===== src/design/rrs_pkg.sv =====
// Shared types and constants for the relative reference scanner.
// No dependencies; every other design file uses this package.
`timescale 1ns / 1ps
`default_nettype none

package rrs_pkg;

    // Request kinds
    typedef enum logic [1:0] {
        KIND_NEW_SCAN      = 2'd0,
        KIND_SECTION_START = 2'd1,
        KIND_CODE_BYTE     = 2'd2,
        KIND_SECTION_END   = 2'd3
    } req_kind_t;

    // Result kinds
    localparam logic RES_HIT     = 1'b0;
    localparam logic RES_SUMMARY = 1'b1;

    // Configuration register indexes
    localparam int  CFG_IDX_W = 1;
    localparam logic [CFG_IDX_W-1:0] CFG_TARGET_ADDRESS = 1'b0;
    localparam logic [CFG_IDX_W-1:0] CFG_SHOWN_LIMIT    = 1'b1;
    localparam int  CFG_DATA_W = 32;

    localparam logic [15:0] SHOWN_LIMIT_RESET = 16'd4096;
    localparam logic [31:0] SAT32             = 32'hFFFF_FFFF;
    localparam int          WINDOW_DEPTH      = 7;
    localparam int          MAX_SHOWN         = 3;

    typedef struct packed {
        req_kind_t   kind;
        logic [31:0] section_base;
        logic [7:0]  code_byte;
    } scan_req_t;

    typedef struct packed {
        logic        result_kind;
        logic [31:0] hit_address;
        logic        tail_length;
        logic [7:0]  opcode_far;
        logic [7:0]  opcode_mid;
        logic [7:0]  opcode_near;
        logic [2:0]  opcode_valid;
        logic [31:0] section_hits;
        logic [31:0] total_hits;
    } scan_res_t;

endpackage

`default_nettype wire


===== src/design/rrs_if.sv =====
// Valid/ready channel interfaces for scanner requests and results.
// Depends on rrs_pkg for field types.
`timescale 1ns / 1ps
`default_nettype none

interface rrs_req_if;
    logic                valid;
    logic                ready;
    rrs_pkg::req_kind_t  kind;
    logic [31:0]         section_base;
    logic [7:0]          code_byte;

    modport source (output valid, kind, section_base, code_byte, input ready);
    modport sink   (input valid, kind, section_base, code_byte, output ready);
endinterface

interface rrs_res_if;
    logic        valid;
    logic        ready;
    logic        result_kind;
    logic [31:0] hit_address;
    logic        tail_length;
    logic [7:0]  opcode_far;
    logic [7:0]  opcode_mid;
    logic [7:0]  opcode_near;
    logic [2:0]  opcode_valid;
    logic [31:0] section_hits;
    logic [31:0] total_hits;

    modport source (output valid, result_kind, hit_address, tail_length, opcode_far,
                    opcode_mid, opcode_near, opcode_valid, section_hits, total_hits,
                    input ready);
    modport sink   (input valid, result_kind, hit_address, tail_length, opcode_far,
                    opcode_mid, opcode_near, opcode_valid, section_hits, total_hits,
                    output ready);
endinterface

`default_nettype wire


===== src/design/rrs_in_reg.sv =====
// Input register stage: captures one request from the request channel.
// Depends on rrs_pkg and rrs_req_if.
`timescale 1ns / 1ps
`default_nettype none

module rrs_in_reg (
    input  wire logic          clk,
    input  wire logic          rst_n,
    rrs_req_if.sink            req,
    input  wire logic          advance,
    output logic               item_valid,
    output rrs_pkg::scan_req_t item
);
    import rrs_pkg::*;

    logic      vld_reg;
    logic      vld_next;
    scan_req_t data_reg;

    // Free when empty or when the held request moves on this cycle
    assign req.ready = !vld_reg || advance;

    always_comb
    begin
        vld_next = vld_reg;
        if (req.ready)
        begin
            vld_next = req.valid;
        end
    end

    always_ff @(posedge clk or negedge rst_n)
    begin
        if (!rst_n)
        begin
            vld_reg <= 1'b0;
        end
        else
        begin
            vld_reg <= vld_next;
        end
    end

    // Payload, no reset
    always_ff @(posedge clk)
    begin
        if (req.ready && req.valid)
        begin
            data_reg.kind         <= req.kind;
            data_reg.section_base <= req.section_base;
            data_reg.code_byte    <= req.code_byte;
        end
    end

    assign item_valid = vld_reg;
    assign item       = data_reg;

endmodule

`default_nettype wire


===== src/design/rrs_scan_core.sv =====
// Scan core: byte window, section state, displacement match and hit counters.
// Depends on rrs_pkg.
`timescale 1ns / 1ps
`default_nettype none

module rrs_scan_core #(
    parameter int OPCODE_BYTES = 3
) (
    input  wire logic               clk,
    input  wire logic               rst_n,
    input  wire logic               advance,
    input  wire rrs_pkg::scan_req_t item,
    input  wire logic [31:0]        target_address,
    input  wire logic [15:0]        shown_limit,
    output logic                    res_load,
    output rrs_pkg::scan_res_t      res_data
);
    import rrs_pkg::*;

    localparam int SHOWN = (OPCODE_BYTES > MAX_SHOWN) ? MAX_SHOWN : OPCODE_BYTES;

    logic [7:0]  win_reg  [WINDOW_DEPTH];
    logic [7:0]  win_next [WINDOW_DEPTH];
    logic [31:0] pos_reg, pos_next;
    logic [31:0] base_reg, base_next;
    logic [31:0] sect_reg, sect_next;
    logic [31:0] total_reg, total_next;

    logic [31:0] pos_inc;
    logic [31:0] sect_inc;
    logic [31:0] total_inc;
    logic [31:0] disp_raw;
    logic [34:0] sum0;
    logic [34:0] tgt_ext;
    logic [34:0] tgt_m1;
    logic        match0;
    logic        match1;
    logic        code_ok;
    logic        hit;
    logic        shown_ok;
    logic [7:0]  op_byte  [MAX_SHOWN];
    logic [2:0]  op_valid;

    // Window shift and saturating increments
    always_comb
    begin
        win_next[0] = item.code_byte;
        for (int i = 1; i < WINDOW_DEPTH; i++)
        begin
            win_next[i] = win_reg[i-1];
        end
        pos_inc   = (pos_reg == SAT32) ? pos_reg : pos_reg + 32'd1;
        sect_inc  = (sect_reg == SAT32) ? sect_reg : sect_reg + 32'd1;
        total_inc = (total_reg == SAT32) ? total_reg : total_reg + 32'd1;
    end

    // Target check: base + p + 4 + tail + disp, p + 4 being the new position
    always_comb
    begin
        disp_raw = {item.code_byte, win_reg[0], win_reg[1], win_reg[2]};
        sum0     = {3'b000, base_reg} + {3'b000, pos_inc} + {{3{disp_raw[31]}}, disp_raw};
        tgt_ext  = {3'b000, target_address};
        tgt_m1   = tgt_ext - 35'd1;
        match0   = (sum0 == tgt_ext);
        match1   = (sum0 == tgt_m1);
        code_ok  = |pos_inc[31:2];
        hit      = code_ok && (match0 || match1);
        shown_ok = (sect_inc <= {16'd0, shown_limit});
    end

    // Opcode bytes before the displacement; back b needs position >= 4 + b
    always_comb
    begin
        op_valid = 3'b000;
        for (int b = 1; b <= MAX_SHOWN; b++)
        begin
            op_byte[b-1] = 8'd0;
            if ((b <= SHOWN) && (pos_inc >= 32'(4 + b)))
            begin
                op_byte[b-1]  = win_reg[2+b];
                op_valid[b-1] = 1'b1;
            end
        end
    end

    // Next state and result
    always_comb
    begin
        pos_next   = pos_reg;
        base_next  = base_reg;
        sect_next  = sect_reg;
        total_next = total_reg;
        res_load   = 1'b0;
        res_data   = '0;
        unique case (item.kind)
            KIND_NEW_SCAN:
            begin
                total_next = 32'd0;
            end
            KIND_SECTION_START:
            begin
                base_next = item.section_base;
                pos_next  = 32'd0;
                sect_next = 32'd0;
            end
            KIND_CODE_BYTE:
            begin
                pos_next = pos_inc;
                if (hit)
                begin
                    sect_next  = sect_inc;
                    total_next = total_inc;
                    res_load   = advance && shown_ok;
                end
                res_data.result_kind  = RES_HIT;
                res_data.hit_address  = base_reg + pos_inc - 32'd4;
                res_data.tail_length  = !match0;
                res_data.opcode_near  = op_byte[0];
                res_data.opcode_mid   = op_byte[1];
                res_data.opcode_far   = op_byte[2];
                res_data.opcode_valid = op_valid;
                res_data.section_hits = sect_inc;
                res_data.total_hits   = total_inc;
            end
            KIND_SECTION_END:
            begin
                res_load              = advance && (|pos_reg[31:2]);
                res_data.result_kind  = RES_SUMMARY;
                res_data.section_hits = sect_reg;
                res_data.total_hits   = total_reg;
            end
            default:
            begin
                res_load = 1'b0;
            end
        endcase
    end

    // State registers
    always_ff @(posedge clk or negedge rst_n)
    begin
        if (!rst_n)
        begin
            for (int i = 0; i < WINDOW_DEPTH; i++)
            begin
                win_reg[i] <= 8'd0;
            end
            pos_reg   <= 32'd0;
            base_reg  <= 32'd0;
            sect_reg  <= 32'd0;
            total_reg <= 32'd0;
        end
        else if (advance)
        begin
            if (item.kind == KIND_SECTION_START)
            begin
                for (int i = 0; i < WINDOW_DEPTH; i++)
                begin
                    win_reg[i] <= 8'd0;
                end
            end
            else if (item.kind == KIND_CODE_BYTE)
            begin
                for (int i = 0; i < WINDOW_DEPTH; i++)
                begin
                    win_reg[i] <= win_next[i];
                end
            end
            pos_reg   <= pos_next;
            base_reg  <= base_next;
            sect_reg  <= sect_next;
            total_reg <= total_next;
        end
    end

endmodule

`default_nettype wire


===== src/design/rrs_out_reg.sv =====
// Result register: holds one result until the result channel takes it.
// Depends on rrs_pkg and rrs_res_if.
`timescale 1ns / 1ps
`default_nettype none

module rrs_out_reg (
    input  wire logic               clk,
    input  wire logic               rst_n,
    input  wire logic               load,
    input  wire rrs_pkg::scan_res_t data,
    output logic                    space,
    rrs_res_if.source               res
);
    import rrs_pkg::*;

    logic      vld_reg;
    logic      vld_next;
    scan_res_t data_reg;

    // Slot is free when empty or being drained this cycle
    assign space = !vld_reg || res.ready;

    always_comb
    begin
        vld_next = vld_reg;
        if (space)
        begin
            vld_next = load;
        end
    end

    always_ff @(posedge clk or negedge rst_n)
    begin
        if (!rst_n)
        begin
            vld_reg <= 1'b0;
        end
        else
        begin
            vld_reg <= vld_next;
        end
    end

    always_ff @(posedge clk)
    begin
        if (load)
        begin
            data_reg <= data;
        end
    end

    assign res.valid        = vld_reg;
    assign res.result_kind  = data_reg.result_kind;
    assign res.hit_address  = data_reg.hit_address;
    assign res.tail_length  = data_reg.tail_length;
    assign res.opcode_far   = data_reg.opcode_far;
    assign res.opcode_mid   = data_reg.opcode_mid;
    assign res.opcode_near  = data_reg.opcode_near;
    assign res.opcode_valid = data_reg.opcode_valid;
    assign res.section_hits = data_reg.section_hits;
    assign res.total_hits   = data_reg.total_hits;

endmodule

`default_nettype wire


===== src/design/relative_reference_scanner_unit.sv =====
// Relative reference scanner, top level: config registers and stage wiring.
// Depends on rrs_pkg, rrs_if, rrs_in_reg, rrs_scan_core and rrs_out_reg.
//
// Usage:
//   req: one request per item: new scan, section start (with section_base),
//        code byte (with code_byte) or section end. Accepted on valid && ready.
//   rsp: at most one result per request: a reference hit for a code byte
//        whose displacement points at target_address, or a section summary.
//   cfg: cfg_we/cfg_index/cfg_wdata write target_address (0) and
//        shown_limit (1); write only while the scanner is idle.
// A request waits in the input register; its result is then loaded into the
// result register and shows on rsp. Throughput: one request per cycle while
// rsp does not stall, set by the single pass through the window shift, the
// 35-bit displacement add and compare and the counters.
// Reset clears the byte window, position, section base and both counters,
// sets target_address to 0 and shown_limit to 4096.
// When rsp stalls, the result register holds and the input register still
// takes one more request; further requests wait on req.ready.
`timescale 1ns / 1ps
`default_nettype none

module relative_reference_scanner_unit #(
    parameter int OPCODE_BYTES = 3
) (
    input  wire logic                            clk,
    input  wire logic                            rst_n,
    rrs_req_if.sink                              req,
    rrs_res_if.source                            rsp,
    input  wire logic                            cfg_we,
    input  wire logic [rrs_pkg::CFG_IDX_W-1:0]   cfg_index,
    input  wire logic [rrs_pkg::CFG_DATA_W-1:0]  cfg_wdata
);
    import rrs_pkg::*;

    logic [31:0] target_addr_reg;
    logic [15:0] limit_reg;
    logic        item_valid;
    scan_req_t   item;
    logic        advance;
    logic        space;
    logic        res_load;
    scan_res_t   res_data;

    // Configuration registers
    always_ff @(posedge clk or negedge rst_n)
    begin
        if (!rst_n)
        begin
            target_addr_reg <= 32'd0;
            limit_reg       <= SHOWN_LIMIT_RESET;
        end
        else if (cfg_we)
        begin
            unique case (cfg_index)
                CFG_TARGET_ADDRESS: target_addr_reg <= cfg_wdata[31:0];
                CFG_SHOWN_LIMIT:    limit_reg       <= cfg_wdata[15:0];
                default:            limit_reg       <= limit_reg;
            endcase
        end
    end

    // Request moves into the core when the result slot can take its result
    assign advance = item_valid && space;

    rrs_in_reg u_in_reg (
        .clk        (clk),
        .rst_n      (rst_n),
        .req        (req),
        .advance    (advance),
        .item_valid (item_valid),
        .item       (item)
    );

    rrs_scan_core #(
        .OPCODE_BYTES (OPCODE_BYTES)
    ) u_scan_core (
        .clk            (clk),
        .rst_n          (rst_n),
        .advance        (advance),
        .item           (item),
        .target_address (target_addr_reg),
        .shown_limit    (limit_reg),
        .res_load       (res_load),
        .res_data       (res_data)
    );

    rrs_out_reg u_out_reg (
        .clk   (clk),
        .rst_n (rst_n),
        .load  (res_load),
        .data  (res_data),
        .space (space),
        .res   (rsp)
    );

endmodule

`default_nettype wire


===== src/flat_wrapper.sv =====
// flat-port wrapper written by rule: the top's interface ports become plain ports
module relative_reference_scanner_unit_flat import rrs_pkg::*;
#(
    parameter int OPCODE_BYTES = 3
)
  (clk, rst_n, cfg_we, cfg_index, cfg_wdata, req_valid, req_kind, req_section_base, req_code_byte, req_ready, rsp_valid, rsp_result_kind, rsp_hit_address, rsp_tail_length, rsp_opcode_far, rsp_opcode_mid, rsp_opcode_near, rsp_opcode_valid, rsp_section_hits, rsp_total_hits, rsp_ready);
  rrs_req_if req_i ();
  rrs_res_if rsp_i ();
  input  wire logic clk;
  input  wire logic rst_n;
  input  wire logic cfg_we;
  input  wire logic [rrs_pkg::CFG_IDX_W-1:0] cfg_index;
  input  wire logic [rrs_pkg::CFG_DATA_W-1:0] cfg_wdata;
  input wire logic [$bits(req_i.valid)-1:0] req_valid;
  input wire logic [$bits(req_i.kind)-1:0] req_kind;
  input wire logic [$bits(req_i.section_base)-1:0] req_section_base;
  input wire logic [$bits(req_i.code_byte)-1:0] req_code_byte;
  output wire logic [$bits(req_i.ready)-1:0] req_ready;
  output wire logic [$bits(rsp_i.valid)-1:0] rsp_valid;
  output wire logic [$bits(rsp_i.result_kind)-1:0] rsp_result_kind;
  output wire logic [$bits(rsp_i.hit_address)-1:0] rsp_hit_address;
  output wire logic [$bits(rsp_i.tail_length)-1:0] rsp_tail_length;
  output wire logic [$bits(rsp_i.opcode_far)-1:0] rsp_opcode_far;
  output wire logic [$bits(rsp_i.opcode_mid)-1:0] rsp_opcode_mid;
  output wire logic [$bits(rsp_i.opcode_near)-1:0] rsp_opcode_near;
  output wire logic [$bits(rsp_i.opcode_valid)-1:0] rsp_opcode_valid;
  output wire logic [$bits(rsp_i.section_hits)-1:0] rsp_section_hits;
  output wire logic [$bits(rsp_i.total_hits)-1:0] rsp_total_hits;
  input wire logic [$bits(rsp_i.ready)-1:0] rsp_ready;
  assign req_i.valid = req_valid;
  assign req_i.kind = req_kind;
  assign req_i.section_base = req_section_base;
  assign req_i.code_byte = req_code_byte;
  assign req_ready = req_i.ready;
  assign rsp_valid = rsp_i.valid;
  assign rsp_result_kind = rsp_i.result_kind;
  assign rsp_hit_address = rsp_i.hit_address;
  assign rsp_tail_length = rsp_i.tail_length;
  assign rsp_opcode_far = rsp_i.opcode_far;
  assign rsp_opcode_mid = rsp_i.opcode_mid;
  assign rsp_opcode_near = rsp_i.opcode_near;
  assign rsp_opcode_valid = rsp_i.opcode_valid;
  assign rsp_section_hits = rsp_i.section_hits;
  assign rsp_total_hits = rsp_i.total_hits;
  assign rsp_i.ready = rsp_ready;
  relative_reference_scanner_unit #(.OPCODE_BYTES(OPCODE_BYTES)) u_core (.clk(clk), .rst_n(rst_n), .req(req_i), .rsp(rsp_i), .cfg_we(cfg_we), .cfg_index(cfg_index), .cfg_wdata(cfg_wdata));
endmodule

===== config.mk =====
export PLATFORM = sky130hd
export DESIGN_NAME = relative_reference_scanner_unit_flat
export DESIGN_NICKNAME = d
export VERILOG_FILES = /design/src/design/rrs_pkg.sv /design/src/design/rrs_if.sv /design/src/design/rrs_in_reg.sv /design/src/design/rrs_scan_core.sv /design/src/design/rrs_out_reg.sv /design/src/design/relative_reference_scanner_unit.sv /design/src/flat_wrapper.sv
export SDC_FILE = /design/constraint.sdc
export NUM_CORES = 1
export LEC_CHECK = 0
export BUFFER_PORTS_ARGS = -buffer_cell sky130_fd_sc_hd__buf_2
export CAP_MARGIN = 40
export CORE_ASPECT_RATIO = 1.5
export CORE_MARGIN = 1.5
export CORE_UTILIZATION = 55
export CTS_BUF_LIST = sky130_fd_sc_hd__clkbuf_4
export DETAILED_ROUTE_END_ITERATION = 7
export GPL_TIMING_DRIVEN = 0
export PLACE_DENSITY = 0.88
export SLEW_MARGIN = 20
export SYNTH_ARGS = -nofsm -noshare
export SYNTH_HDL_FRONTEND = slang
export SYNTH_SLANG_ARGS = --single-unit
export TNS_END_PERCENT = 10

===== constraint.sdc =====
create_clock -name clk -period 16.1 [get_ports clk]
set_input_delay 2.415 -clock clk [delete_from_list [all_inputs] [get_ports clk]]
set_output_delay 2.415 -clock clk [all_outputs]
set_load 0.02 [all_outputs]

==> results.yml <==
worst_setup_path:
  regToRegSetupSlack_ns: 3.85
  timing.rr.end: "u_core.u_out_reg.res.hit_address[8]$_SDFFCE_PN0P_"
  crit_type: "reg -> reg"
  cpMaxStageDelayCell: "o21ai_4"
  crit_family: "compound AO/OA/AOI/OAI gates"
  reg2reg_depth: 39
  cp_num_buf_inv: 8
  cp.arrival_ns: 12.83
  endpoint_kind: "register"
  setup.worst_path.start_class: "register"
  slowest_delay_ns: 0.59
  cp-endpoint: "u_core.u_out_reg.res.hit_address[8]$_SDFFCE_PN0P_"
  r2r-start: "u_core.u_scan_core.pos_reg[29]$_DFFE_PN0P_"
  cp.required_ns: 16.68
  critical_path_peak_fanout: 24
  worstSetupStartpoint: "u_core.u_scan_core.pos_reg[29]$_DFFE_PN0P_"
  path_depth: 39
sta:
  period_share_pct: 76.1
  clock_skew_ns: 0.0783
  setup_violations: 0
  rsz0062_at_grt: "false"
  worstMarginPinSlew_ns: 0.898
  fmax_mhz: 81.6
  min_period_ns: 12.25
  hold_violations: 0
  layout_setup_ws_ns: 3.85
  slew_headroom_pct: 39.5
  setup_tns_ns: 0
  finalMaxSlewViolations: 0
power_and_ir_drop:
  powerDensity_mw_per_mm2: 128
  ir_worst_vdd_v: 0.0000813
  p_leak_uw: 0.0127
  power.total_uw: 3790
die:
  start_util_pct: 55.9
  dieArea_sq_mm: 0.0489
  die_h_microns: 270
  rows: 97
  core_sq_mm: 0.0468
  num_io_pins: 207
  die_w_microns: 181
route:
  firstDrtPassIters: 8
  wire_per_inst_microns: 20.7
  drc: 3
  via_count: 23500
  viasPerCell: 6.20
  wirelength_microns: 78700
  drt_iter0_drc: 2452
  ant_nets: 0
clocking:
  cts_buffer_depth: 3
  htreeDepth: 3
  cts_root_buf: "clkbuf_4"
  ctsResizeCount: 0
  cts_hold_buf: 0
  cts-buffers-inserted: 95
  clkLatencyLatePin_ns: 0.94
  cts_tree: "yes"
  cts_setup_buffers: 0
  cts.clk_slew.worst_paths_ns: 0.08
  cts_sinks: 393
layout:
  nNetsFinal: 3364
  syn_to_final_growth_pct: 13.2
  multi_input_area_sq_mm: 0.0143
  fill_cells: 3774
  largest_reg_flops: 42
  layoutNonFillerInstCount: 3798
  drive_above_1_share_pct: 16.9
  final-seq-area_sq_mm: 0.0107
grt:
  grt_use_met2_pct: 55.4
  grt_util_met1_pct: 34.5
  grt_antenna_before_repair: 2
  grt_pass1_wl_microns: 122000
  grt_start_max_net_pins: 97
  use_met3_pct: 6.08
  grt_pass1_vias: 23100
  track_usage_pct: 32.1
  grt_overflow: 0
  top_usage_layer: "met2"
synth:
  yosysSeqAreaShare_pct: 40.8
  syn-cell-area_sq_mm: 0.0262
  yosys-top-cells-area: "dfrtp_1, edfxtp_1, ha_1"
  synth_top_family_by_area: "simple AND/OR/NAND/NOR gates"
  synthCells: 2797
  avgSynthCellArea_sq_um: 9.35
  synth_compound_area_share_pct: 15.3
  synth-simple-area-share_pct: 19.6
  async_flop_share_pct: 57.5
  yosysWarnings: 0
  synthDominantCellAreaShare_pct: 21.5
  ys.flop_type: "dfrtp_1"
  synth_top_area_cell: "dfrtp_1"
  synth_edf_count: 167
  ys_ff_latch: 393
  syn_nets: 3041
  synth_mux_area_share_pct: 4.81
  ys_types: 94
  synthXorXnorAreaFrac_pct: 6.74
  synth_fa_ha_area_share_pct: 7.96
placement:
  io_buffers: 206
  dp_hpwl_microns: 60300
  finalWeightedCongestion: 0.991
  dp_cells: 3612
  preCtsSetupSlack_ns: 4.26
outcome:
  violations: "DRC"
  outcome: "complete, but fails checks"
min_path:
  min_path_type: "reg -> reg"
  hp-start: "u_core.u_in_reg.item[29]$_DFFE_PP_"
flow_run:
  max_cap_viol_count: 0
## stage by stage
stage          hold WS, ns  util (%)  area, sq um
2_1_floorplan        0.455         -        26200
3_3_place_gp         0.460      59.6        27900
3_5_place_dp         0.465      60.3        28200
4_1_cts              0.473      63.1        29600
5_1_grt              0.490      63.2        29600
6_report             0.462      63.2        29600
## layer usage
| metal | routed length (microns) | share of wire, % | vias to the layer above |
|---|---|---|---|
| li1 | - | - | 10800 |
| met1 | 27700 | 35 | 11100 |
| met2 | 39100 | 50 | 1250 |
| met3 | 5720 | 7.3 | 373 |
| met4 | 6250 | 7.9 | 0 |
| met5 | 0 | 0 | - |
## synth_stat cells, types with 7 or more instances
| library cell | count |
|---|---|
| edfxtp_1 | 167 |
| o211ai_1 | 38 |
| nor4_1 | 31 |
| nand4_1 | 63 |
| nand2_1 | 276 |
| nand2b_1 | 53 |
| nor3_1 | 62 |
| or3_1 | 22 |
| or2_2 | 12 |
| nor3b_1 | 7 |
| and3_1 | 29 |
| and4_1 | 13 |
| clkbuf_1 | 95 |
| nor4b_1 | 9 |
| xnor2_1 | 146 |
| a221o_1 | 12 |
| dfrtp_1 | 225 |
| o21a_1 | 23 |
| o22ai_1 | 13 |
| mux2i_1 | 21 |
| buf_2 | 12 |
| o21ai_1 | 7 |
| a31oi_1 | 18 |
| inv_1 | 190 |
| nand3_1 | 83 |
| a22o_1 | 8 |
| o21ai_0 | 186 |
| or4_1 | 21 |
| buf_1 | 14 |
| o21bai_1 | 13 |
| nor2b_1 | 19 |
| and2_1 | 50 |
| nor2_1 | 199 |
| nand3b_1 | 15 |
| a211oi_1 | 12 |
| o311ai_0 | 7 |
| ha_1 | 160 |
| xor2_1 | 51 |
| o31ai_1 | 52 |
| a21oi_1 | 110 |
| a21o_1 | 45 |
| mux2_2 | 93 |
## worst min path at each step
stage,to,slack (ns),cells past startpoint
6_report,u_core.u_scan_core.base_reg[21]$_DFFE_PN0P_,0.46,1
5_1_grt,u_core.u_scan_core.base_reg[15]$_DFFE_PN0P_,0.49,1
4_1_cts,u_core.u_scan_core.base_reg[21]$_DFFE_PN0P_,0.47,1
3_5_place_dp,u_core.u_scan_core.base_reg[29]$_DFFE_PN0P_,0.47,1
3_3_place_gp,u_core.u_scan_core.base_reg[8]$_DFFE_PN0P_,0.46,1
2_1_floorplan,u_core.u_scan_core.base_reg[0]$_DFFE_PN0P_,0.46,1
## power breakdown
group / switching, uW / internal, uW
combinational: 1030 / 625
sequential: 89.0 / 1130
clock: 432 / 476
## cell families after synthesis
group / count (synthesis)
buf+inv: 318
fa+ha+maj: 164
xor+xnor: 199
mux: 114
simple gates: 994
flops: 393
compound gates: 615
## layout make-up
cell class                      count  share of cell area (%)
Clock inverter                     34                   0.862
Antenna cell                        3                  0.0254
Tap cell                          594                    2.51
Inverter                          190                    2.41
Clock buffer                      144                    3.65
Buffer                            128                    1.82
Timing Repair Buffer              226                    4.53
Multi-Input combinational cell   2086                    48.1
Sequential cell                   393                    36.0
## layout by cell type (no fill, tap or decap), types with 110 or more instances in the layout
master,n
o21ai_0,185
inv_1,190
xnor2_1,146
dfrtp_1,225
a21oi_1,110
edfxtp_1,167
buf_2,223
nand2_1,276
ha_1,160
clkbuf_4,144
nor2_1,199
(Power assumes the default switching activity.)
